==> src/bcba_pkg.sv <==
// ----------------------------------------------------------------------------
// bcba_pkg
// Shared constants, codes and types for the bitmap contiguous block allocator.
// ----------------------------------------------------------------------------
package bcba_pkg;

    localparam int MAX_BLOCKS = 4096;
    localparam int WORD_W     = 8;
    localparam int MAP_DEPTH  = (MAX_BLOCKS + WORD_W - 1) / WORD_W;
    localparam int ADDR_W     = $clog2(MAP_DEPTH);
    localparam int WORD_SHIFT = $clog2(WORD_W);
    localparam int BLK_W      = $clog2(MAX_BLOCKS);
    localparam int CNT_W      = BLK_W + 1;
    localparam int MODE_W     = 2;
    localparam int STATUS_W   = 2;

    localparam logic [MODE_W-1:0] MODE_ALLOC   = 2'd0;
    localparam logic [MODE_W-1:0] MODE_RELEASE = 2'd1;
    localparam logic [MODE_W-1:0] MODE_RESERVE = 2'd2;
    localparam logic [MODE_W-1:0] MODE_QUERY   = 2'd3;

    localparam logic [STATUS_W-1:0] ST_OK      = 2'd0;
    localparam logic [STATUS_W-1:0] ST_INVALID = 2'd1;
    localparam logic [STATUS_W-1:0] ST_NOSPACE = 2'd2;

    // running first-fit search state, carried from word to word
    typedef struct packed {
        logic [CNT_W-1:0] run;
        logic [BLK_W-1:0] first;
        logic             found;
        logic [BLK_W-1:0] hit;
    } scan_t;

endpackage

==> src/bcba_ram.sv <==
// ----------------------------------------------------------------------------
// bcba_ram
// Generic simple dual-port RAM: one write port, one registered read port.
// ----------------------------------------------------------------------------
module bcba_ram #(
    parameter int WIDTH = 8,
    parameter int DEPTH = 512
) (
    input  logic                     clk,
    input  logic                     we,
    input  logic [$clog2(DEPTH)-1:0] waddr,
    input  logic [WIDTH-1:0]         wdata,
    input  logic [$clog2(DEPTH)-1:0] raddr,
    output logic [WIDTH-1:0]         rdata
);

    logic [WIDTH-1:0] mem [DEPTH];
    logic [WIDTH-1:0] rdata_reg;

    always_ff @(posedge clk)
    begin
        if (we)
        begin
            mem[waddr] <= wdata;
        end
        rdata_reg <= mem[raddr];
    end

    assign rdata = rdata_reg;

endmodule

==> src/bcba_word_unit.sv <==
// ----------------------------------------------------------------------------
// bcba_word_unit
// Per-word datapath: advances the first-fit run search over one map word
// and builds the bit mask of a block range that falls in that word.
// ----------------------------------------------------------------------------
module bcba_word_unit (
    input  logic [bcba_pkg::WORD_W-1:0] word,
    input  logic [bcba_pkg::ADDR_W-1:0] word_addr,
    input  logic [bcba_pkg::CNT_W-1:0]  lim,
    input  logic [bcba_pkg::CNT_W-1:0]  cnt,
    input  bcba_pkg::scan_t             scan_in,
    input  logic [bcba_pkg::BLK_W-1:0]  lo,
    input  logic [bcba_pkg::BLK_W-1:0]  hi,
    output bcba_pkg::scan_t             scan_out,
    output logic [bcba_pkg::WORD_W-1:0] mask
);

    import bcba_pkg::*;

    always_comb
    begin
        scan_t            s;
        logic [BLK_W-1:0] b;
        logic             free;
        s       = scan_in;
        s.found = 1'b0;
        s.hit   = '0;
        for (int i = 0; i < WORD_W; i++)
        begin
            b    = {word_addr, i[WORD_SHIFT-1:0]};
            // blocks past the limit count as used so they never join a run
            free = !word[i] && ({1'b0, b} < lim);
            if (!s.found)
            begin
                if (!free)
                begin
                    s.run = '0;
                end
                else
                begin
                    if (s.run == '0)
                    begin
                        s.first = b;
                    end
                    s.run = s.run + 1'b1;
                    if (s.run == cnt)
                    begin
                        s.found = 1'b1;
                        s.hit   = b;
                    end
                end
            end
        end
        scan_out = s;
    end

    always_comb
    begin
        logic [BLK_W-1:0] b;
        for (int i = 0; i < WORD_W; i++)
        begin
            b       = {word_addr, i[WORD_SHIFT-1:0]};
            mask[i] = (b >= lo) && (b <= hi);
        end
    end

endmodule

==> src/bitmap_contiguous_block_allocator.sv <==
// ----------------------------------------------------------------------------
// bitmap_contiguous_block_allocator
// First-fit contiguous block allocator over a one-bit-per-block used map
// held in a 512 x 8 RAM; allocate, release, reserve and query requests.
// ----------------------------------------------------------------------------
//  channel  | signals                              | handshake
//  ---------+--------------------------------------+------------------------
//  request  | mode, block_number, count            | in_valid / in_ready
//  result   | status, start_block, used            | out_valid / out_ready
//  config   | cfg_wr_data (total_blocks)           | cfg_wr_en, no wait
//
//  One request at a time. Allocate scans one map word per cycle, then
//  marks the run at one word per cycle; release and reserve rewrite the
//  words spanned the same way. Cost is set by the RAM port.
//  After reset a clearing pass writes all 512 map words while in_ready
//  stays low. A pending result waits in the output register.
module bitmap_contiguous_block_allocator (
    input  logic                          clk,
    input  logic                          rst_n,
    input  logic                          in_valid,
    output logic                          in_ready,
    input  logic [bcba_pkg::MODE_W-1:0]   mode,
    input  logic [bcba_pkg::BLK_W-1:0]    block_number,
    input  logic [bcba_pkg::CNT_W-1:0]    count,
    output logic                          out_valid,
    input  logic                          out_ready,
    output logic [bcba_pkg::STATUS_W-1:0] status,
    output logic [bcba_pkg::BLK_W-1:0]    start_block,
    output logic                          used,
    input  logic                          cfg_wr_en,
    input  logic [bcba_pkg::CNT_W-1:0]    cfg_wr_data
);

    import bcba_pkg::*;

    localparam logic [2:0] S_CLEAR  = 3'd0;
    localparam logic [2:0] S_IDLE   = 3'd1;
    localparam logic [2:0] S_DECODE = 3'd2;
    localparam logic [2:0] S_SCAN   = 3'd3;
    localparam logic [2:0] S_RMW    = 3'd4;
    localparam logic [2:0] S_QUERY  = 3'd5;
    localparam logic [2:0] S_RESULT = 3'd6;

    logic [2:0]          state_reg, state_next;
    logic [ADDR_W:0]     rd_cnt_reg, rd_cnt_next;
    logic [ADDR_W-1:0]   last_reg, last_next;
    logic                pend_reg, pend_next;
    logic [ADDR_W-1:0]   pend_addr_reg, pend_addr_next;
    logic                out_valid_reg, out_valid_next;
    logic [CNT_W-1:0]    total_blocks_reg, total_blocks_next;

    logic [MODE_W-1:0]   mode_reg, mode_next;
    logic [BLK_W-1:0]    blk_reg, blk_next;
    logic [CNT_W-1:0]    cnt_reg, cnt_next;
    logic [BLK_W-1:0]    lo_reg, lo_next;
    logic [BLK_W-1:0]    hi_reg, hi_next;
    logic                set_reg, set_next;
    logic [CNT_W-1:0]    run_reg, run_next;
    logic [BLK_W-1:0]    first_reg, first_next;
    logic [STATUS_W-1:0] res_status_reg, res_status_next;
    logic [BLK_W-1:0]    res_start_reg, res_start_next;
    logic                res_used_reg, res_used_next;
    logic [STATUS_W-1:0] status_reg, status_next;
    logic [BLK_W-1:0]    start_block_reg, start_block_next;
    logic                used_reg, used_next;

    logic                ram_we;
    logic [ADDR_W-1:0]   ram_waddr;
    logic [WORD_W-1:0]   ram_wdata;
    logic [WORD_W-1:0]   ram_rdata;
    logic [WORD_W-1:0]   new_word;
    logic [WORD_W-1:0]   mask;
    logic [CNT_W-1:0]    lim;
    logic [CNT_W-1:0]    lim_m1;
    logic [CNT_W:0]      range_end;
    logic [CNT_W:0]      range_last;
    logic                issue;
    scan_t               scan_in;
    scan_t               scan_out;

    assign lim        = (total_blocks_reg > CNT_W'(MAX_BLOCKS)) ? CNT_W'(MAX_BLOCKS)
                                                               : total_blocks_reg;
    assign lim_m1     = lim - 1'b1;
    assign range_end  = {2'b00, blk_reg} + {1'b0, cnt_reg};
    assign range_last = range_end - 1'b1;

    assign scan_in.run   = run_reg;
    assign scan_in.first = first_reg;
    assign scan_in.found = 1'b0;
    assign scan_in.hit   = '0;

    bcba_ram #(
        .WIDTH(WORD_W),
        .DEPTH(MAP_DEPTH)
    ) u_map (
        .clk  (clk),
        .we   (ram_we),
        .waddr(ram_waddr),
        .wdata(ram_wdata),
        .raddr(rd_cnt_reg[ADDR_W-1:0]),
        .rdata(ram_rdata)
    );

    bcba_word_unit u_word (
        .word     (ram_rdata),
        .word_addr(pend_addr_reg),
        .lim      (lim),
        .cnt      (cnt_reg),
        .scan_in  (scan_in),
        .lo       (lo_reg),
        .hi       (hi_reg),
        .scan_out (scan_out),
        .mask     (mask)
    );

    assign new_word = set_reg ? (ram_rdata | mask) : (ram_rdata & ~mask);

    always_comb
    begin
        state_next        = state_reg;
        rd_cnt_next       = rd_cnt_reg;
        last_next         = last_reg;
        pend_next         = 1'b0;
        pend_addr_next    = pend_addr_reg;
        out_valid_next    = out_valid_reg && !out_ready;
        total_blocks_next = cfg_wr_en ? cfg_wr_data : total_blocks_reg;
        mode_next         = mode_reg;
        blk_next          = blk_reg;
        cnt_next          = cnt_reg;
        lo_next           = lo_reg;
        hi_next           = hi_reg;
        set_next          = set_reg;
        run_next          = run_reg;
        first_next        = first_reg;
        res_status_next   = res_status_reg;
        res_start_next    = res_start_reg;
        res_used_next     = res_used_reg;
        status_next       = status_reg;
        start_block_next  = start_block_reg;
        used_next         = used_reg;
        ram_we            = 1'b0;
        ram_waddr         = pend_addr_reg;
        ram_wdata         = new_word;
        issue             = 1'b0;

        // word reads stream one per cycle through the three RAM-walking states
        if (state_reg == S_SCAN || state_reg == S_RMW || state_reg == S_QUERY)
        begin
            issue = (rd_cnt_reg <= {1'b0, last_reg});
            if (issue)
            begin
                rd_cnt_next    = rd_cnt_reg + 1'b1;
                pend_next      = 1'b1;
                pend_addr_next = rd_cnt_reg[ADDR_W-1:0];
            end
        end

        case (state_reg)
            S_CLEAR:
            begin
                ram_we      = 1'b1;
                ram_waddr   = rd_cnt_reg[ADDR_W-1:0];
                ram_wdata   = '0;
                rd_cnt_next = rd_cnt_reg + 1'b1;
                if (rd_cnt_reg == (ADDR_W+1)'(MAP_DEPTH - 1))
                begin
                    state_next = S_IDLE;
                end
            end
            S_IDLE:
            begin
                if (in_valid)
                begin
                    mode_next  = mode;
                    blk_next   = block_number;
                    cnt_next   = count;
                    state_next = S_DECODE;
                end
            end
            S_DECODE:
            begin
                res_status_next = ST_OK;
                res_start_next  = '0;
                res_used_next   = 1'b0;
                run_next        = '0;
                first_next      = '0;
                case (mode_reg)
                    MODE_ALLOC:
                    begin
                        if (cnt_reg == '0 || cnt_reg > lim)
                        begin
                            res_status_next = ST_INVALID;
                            state_next      = S_RESULT;
                        end
                        else
                        begin
                            rd_cnt_next = '0;
                            last_next   = lim_m1[BLK_W-1:WORD_SHIFT];
                            state_next  = S_SCAN;
                        end
                    end
                    MODE_RELEASE, MODE_RESERVE:
                    begin
                        if (cnt_reg == '0 || range_end > {1'b0, lim})
                        begin
                            res_status_next = ST_INVALID;
                            state_next      = S_RESULT;
                        end
                        else
                        begin
                            lo_next     = blk_reg;
                            hi_next     = range_last[BLK_W-1:0];
                            set_next    = (mode_reg == MODE_RESERVE);
                            rd_cnt_next = {1'b0, blk_reg[BLK_W-1:WORD_SHIFT]};
                            last_next   = range_last[BLK_W-1:WORD_SHIFT];
                            state_next  = S_RMW;
                        end
                    end
                    default:
                    begin
                        if ({1'b0, blk_reg} >= lim)
                        begin
                            res_status_next = ST_INVALID;
                            state_next      = S_RESULT;
                        end
                        else
                        begin
                            lo_next     = blk_reg;
                            rd_cnt_next = {1'b0, blk_reg[BLK_W-1:WORD_SHIFT]};
                            last_next   = blk_reg[BLK_W-1:WORD_SHIFT];
                            state_next  = S_QUERY;
                        end
                    end
                endcase
            end
            S_SCAN:
            begin
                if (pend_reg)
                begin
                    if (scan_out.found)
                    begin
                        // switch to marking; drop the read already in flight
                        lo_next        = scan_out.first;
                        hi_next        = scan_out.hit;
                        set_next       = 1'b1;
                        res_start_next = scan_out.first;
                        rd_cnt_next    = {1'b0, scan_out.first[BLK_W-1:WORD_SHIFT]};
                        last_next      = scan_out.hit[BLK_W-1:WORD_SHIFT];
                        pend_next      = 1'b0;
                        state_next     = S_RMW;
                    end
                    else if (pend_addr_reg == last_reg)
                    begin
                        res_status_next = ST_NOSPACE;
                        pend_next       = 1'b0;
                        state_next      = S_RESULT;
                    end
                    else
                    begin
                        run_next   = scan_out.run;
                        first_next = scan_out.first;
                    end
                end
            end
            S_RMW:
            begin
                if (pend_reg)
                begin
                    ram_we = 1'b1;
                    if (pend_addr_reg == last_reg)
                    begin
                        pend_next  = 1'b0;
                        state_next = S_RESULT;
                    end
                end
            end
            S_QUERY:
            begin
                if (pend_reg)
                begin
                    res_used_next = ram_rdata[lo_reg[WORD_SHIFT-1:0]];
                    pend_next     = 1'b0;
                    state_next    = S_RESULT;
                end
            end
            S_RESULT:
            begin
                if (!out_valid_reg || out_ready)
                begin
                    status_next      = res_status_reg;
                    start_block_next = res_start_reg;
                    used_next        = res_used_reg;
                    out_valid_next   = 1'b1;
                    state_next       = S_IDLE;
                end
            end
            default:
            begin
                state_next = S_IDLE;
            end
        endcase
    end

    always_ff @(posedge clk or negedge rst_n)
    begin
        if (!rst_n)
        begin
            state_reg        <= S_CLEAR;
            rd_cnt_reg       <= '0;
            last_reg         <= '0;
            pend_reg         <= 1'b0;
            out_valid_reg    <= 1'b0;
            total_blocks_reg <= CNT_W'(MAX_BLOCKS);
        end
        else
        begin
            state_reg        <= state_next;
            rd_cnt_reg       <= rd_cnt_next;
            last_reg         <= last_next;
            pend_reg         <= pend_next;
            out_valid_reg    <= out_valid_next;
            total_blocks_reg <= total_blocks_next;
        end
    end

    always_ff @(posedge clk)
    begin
        pend_addr_reg   <= pend_addr_next;
        mode_reg        <= mode_next;
        blk_reg         <= blk_next;
        cnt_reg         <= cnt_next;
        lo_reg          <= lo_next;
        hi_reg          <= hi_next;
        set_reg         <= set_next;
        run_reg         <= run_next;
        first_reg       <= first_next;
        res_status_reg  <= res_status_next;
        res_start_reg   <= res_start_next;
        res_used_reg    <= res_used_next;
        status_reg      <= status_next;
        start_block_reg <= start_block_next;
        used_reg        <= used_next;
    end

    assign in_ready    = (state_reg == S_IDLE);
    assign out_valid   = out_valid_reg;
    assign status      = status_reg;
    assign start_block = start_block_reg;
    assign used        = used_reg;

    // map writes only during the clearing pass or a read-modify-write pass
    a_write_phase: assert property (@(posedge clk) disable iff (!rst_n)
        ram_we |-> (state_reg == S_CLEAR || state_reg == S_RMW))
        else $error("map write outside clear or rmw pass");

    // a write-back never lands past the last word of its range
    a_rmw_bound: assert property (@(posedge clk) disable iff (!rst_n)
        (state_reg == S_RMW && pend_reg) |-> (pend_addr_reg <= last_reg))
        else $error("rmw write beyond range");

    a_start_zero: assert property (@(posedge clk) disable iff (!rst_n)
        (out_valid && status != ST_OK) |-> (start_block == '0))
        else $error("nonzero start block on failed request");

    a_used_ok: assert property (@(posedge clk) disable iff (!rst_n)
        (out_valid && used) |-> (status == ST_OK))
        else $error("used flag on failed request");

    // a new result is loaded only once the previous transfer has gone out
    a_no_overwrite: assert property (@(posedge clk) disable iff (!rst_n)
        (state_reg == S_RESULT && out_valid_reg && !out_ready) |=> (state_reg == S_RESULT))
        else $error("result overwritten before transfer");

endmodule

==> config.mk <==
export PLATFORM = sky130hd
export DESIGN_NAME = bitmap_contiguous_block_allocator
export DESIGN_NICKNAME = d
export VERILOG_FILES = /design/src/bcba_pkg.sv /design/src/bcba_ram.sv /design/src/bcba_word_unit.sv /design/src/bitmap_contiguous_block_allocator.sv
export SDC_FILE = /design/constraint.sdc
export NUM_CORES = 2
export LEC_CHECK = 0
export BUFFER_PORTS_ARGS = -buffer_cell sky130_fd_sc_hd__buf_2
export CORE_MARGIN = 2
export CORE_UTILIZATION = 40
export CTS_BUF_LIST = sky130_fd_sc_hd__clkbuf_16
export CTS_CLUSTER_SIZE = 8
export DETAILED_ROUTE_END_ITERATION = 7
export GPL_ROUTABILITY_DRIVEN = 0
export GPL_TIMING_DRIVEN = 1
export SLEW_MARGIN = 20
export SYNTH_ARGS = -nofsm -noshare
export SYNTH_HDL_FRONTEND = slang
export SYNTH_SLANG_ARGS = --single-unit
==> constraint.sdc <==
create_clock -name clk -period 34.7 [get_ports clk]
set_input_delay 5.205 -clock clk [delete_from_list [all_inputs] [get_ports clk]]
set_output_delay 5.205 -clock clk [all_outputs]
set_load 0.05 [all_outputs]
==> results.py <==
metrics = {
    "layout": {
        "layout_commonest_cell": "edfxtp_1",
        "final_cell_mix": "edfxtp_1 (4212), mux4_2 (963), nor2_1 (823)",
        "area_growth_pct": 13.3,
        "final_nets": 10400,
        "largest_reg_flops": 4096,
        "layout-drive-gt1-share_pct": 20.0,
        "regMostFlops": "u_map.mem",
        "fin_area_mm2": 0.203,
    },
    "clock_tree": {
        "cts_buffer_depth": 4,
        "path_clk_slew_ps": 50,
        "clock_latency_ps": 1050,
        "post_cts_buffers": 0,
        "ctsResizeCount": 0,
        "cts_buffers": 604,
        "ctsHoldBuffers": 0,
        "h-tree-depth": 6,
        "cts_tree": "done",
        "clock-sinks": 4257,
        "root_buffer": "clkbuf_16",
    },
    "global_route": {
        "grt_max_degree": 193,
        "antenna_found_initial": 26,
        "grtUsageTotal_pct": 21.5,
        "gr-total-overflow": 0,
        "grt_pass1_vias": 99900,
        "grt_pass1_wl_mm": 717,
    },
    "synthesis": {
        "mappedNetlistNets": 10100,
        "synth_seq_area_share_pct": 71.3,
        "synth_edf_count": 4212,
        "syn_area_per_cell_um2": 17.9,
        "syn_inst": 9977,
        "ys_warn_count": 0,
        "synth_cell_type_count": 122,
        "netlist_area_mm2": 0.179,
        "synth_seq_cells": 4257,
        "synth_ff_type": "edfxtp_1",
        "synthArstFlopShare_pct": 0.869,
    },
    "floorplanning": {
        "coreArea_mm2": 0.445,
        "rows": 245,
        "io_pins": 62,
        "die_h_um": 673,
        "die_w_um": 673,
        "die-area_mm2": 0.453,
        "start_util_pct": 40.2,
    },
    "sta": {
        "worst_slew_pin_slew_ps": 1320,
        "min_period_over_period_pct": 50.2,
        "drv_slew": 0,
        "hold_slack_ps": 421,
        "rsz0062_at_grt": "false",
        "setup_viol": 0,
        "hold_viol_final": 0,
        "fin_crit_ps": 17400,
        "slew_headroom_pct": 11.7,
        "setup-tns-final_ps": 0,
        "finalClockSkew_ps": 60.3,
        "fmax_mhz": 57.5,
    },
    "pwr": {
        "p_leak_nw": 56.6,
        "power_density_mw_per_mm2": 53.4,
        "p_total_mw": 10.8,
        "irDropWorstVdd_v": 0.0000580,
    },
    "worst_hold_path": {
        "hold_path.startpoint": "res_start_reg[5]",
        "whs_endpoint": "start_block[5]",
        "hold_class": "flip-flop to flip-flop",
        "hold_depth": 0,
    },
    "setup_path": {
        "cpMaxStageDelayCell": "or4b_1",
        "cpPeakStageDelay_ps": 860,
        "path_buf_inv": 6,
        "cp.arrival_ps": 18070,
        "crit_start": "total_blocks_reg[12]",
        "crit_top_cell": "nand2_1",
        "endpoint_kind": "flip-flop",
        "cp-start-kind": "flip-flop",
        "required_ps": 35370,
        "r2r_start": "total_blocks_reg[12]",
        "path_delay_family": "simple AND/OR/NAND/NOR gates",
        "reg2reg_depth": 51,
        "crit_fanout": 39,
        "worst-setup-path-type": "flip-flop to flip-flop",
        "r2r_slack_ps": 17300,
        "r2r-end": "lo_reg[5]",
    },
    "job": {
        "cap_violations": 0,
    },
    "drt": {
        "drtIter0Drc": 11900,
        "ant_nets": 0,
        "drc": 0,
        "drt_first_pass_iters": 8,
        "wl_per_cell_um": 30.6,
        "drt-total-wl_mm": 498,
        "vias": 99900,
        "viasPerCell": 6.14,
    },
    "placed_design": {
        "port_buffers": 61,
        "place_area_mm2": 0.186,
        "place_hpwl_mm": 295,
    },
    "status": {
        "status": "complete, no violations",
    },
}
cell usage after synthesis, types with 65 or more instances:
cell type  instances  area share, %
mux2i_1          530            3.0
clkbuf_1         434           0.91
buf_1            134           0.28
edfxtp_1        4212             71
nand4_1           65           0.23
o221ai_1         256            1.3
xnor2_1          126           0.62
mux4_2           963             12
nor2_1           831            1.7
nand3_1          119           0.33
o21ai_0          134           0.37
nand2_1          381           0.80
nor3_1           106           0.30
ha_1             110           0.77
a21oi_1          322           0.90
o22ai_1          113           0.40
a31oi_1           81           0.28
inv_1            106           0.22
area by class of cell:
cell class,instances,area [um2]
diodes,20,50.0
clock buffers,614,15400
clock inverters,88,976
fillers,37300,243000
inverters,111,432
multi-input cells,4991,48800
flip-flops and latches,4257,128000
well taps,5928,7420
repair buffers,251,2030
worst max-delay path by stage:
stage / end / slack, ps / depth (start not counted)
after floorplan: u_map.mem[0][3] / 16300 / 11
after global placement: lo_reg[6] / 17930 / 51
after detailed placement: set_reg / 17870 / 50
after CTS: res_start_reg[5] / 17870 / 51
after global routing: lo_reg[5] / 16300 / 52
final: lo_reg[5] / 17300 / 51
metal layers:
layer	global-route usage [%]	vias up	wire [um]	part of all wire [%]
met1	29.9	52600	203000	41
met5	0	-	29	0.0058
met3	3.75	886	40900	8.2
li1	-	41300	-	-
met4	6.73	4	15300	3.1
met2	34.6	5109	238000	48
stage by stage:
| stage | setup slack [ps] | utilization, % | std cells |
|---|---|---|---|
| 6_report | 17300 | 45.5 | 16300 |
| 3_5_place_dp | 17870 | 41.8 | 15500 |
| 4_1_cts | 17870 | 45.5 | 16200 |
| 5_1_grt | 16300 | 45.5 | 16200 |
| 2_1_floorplan | 16300 | - | 9977 |
| 3_3_place_gp | 17930 | 41.8 | 15500 |
cells by family (layout without fill, tap and decap cells):
| group | after synthesis | after routing | synth area share, % |
|---|---|---|---|
| fa+ha+maj | 111 | 111 | 0.781 |
| compound gates | 1363 | 1363 | 5.43 |
| mux | 1524 | 1524 | 15.3 |
| xor+xnor | 167 | 167 | 0.888 |
| buf+inv | 729 | 1064 | 1.59 |
| simple gates | 1826 | 1826 | 4.70 |
| other cells | 0 | 20 | 0 |
| flops | 4257 | 4257 | 71.3 |
where the power goes:
group | internal [mW] | total [mW] | switching, mW
Clock | 3.12 | 5.20 | 2.08
Sequential | 5.58 | 5.58 | 0.00194
Combinational | 0.0133 | 0.0347 | 0.0215
Total | 8.71 | 10.8 | 2.11
Power figures use the tool's default switching activity.
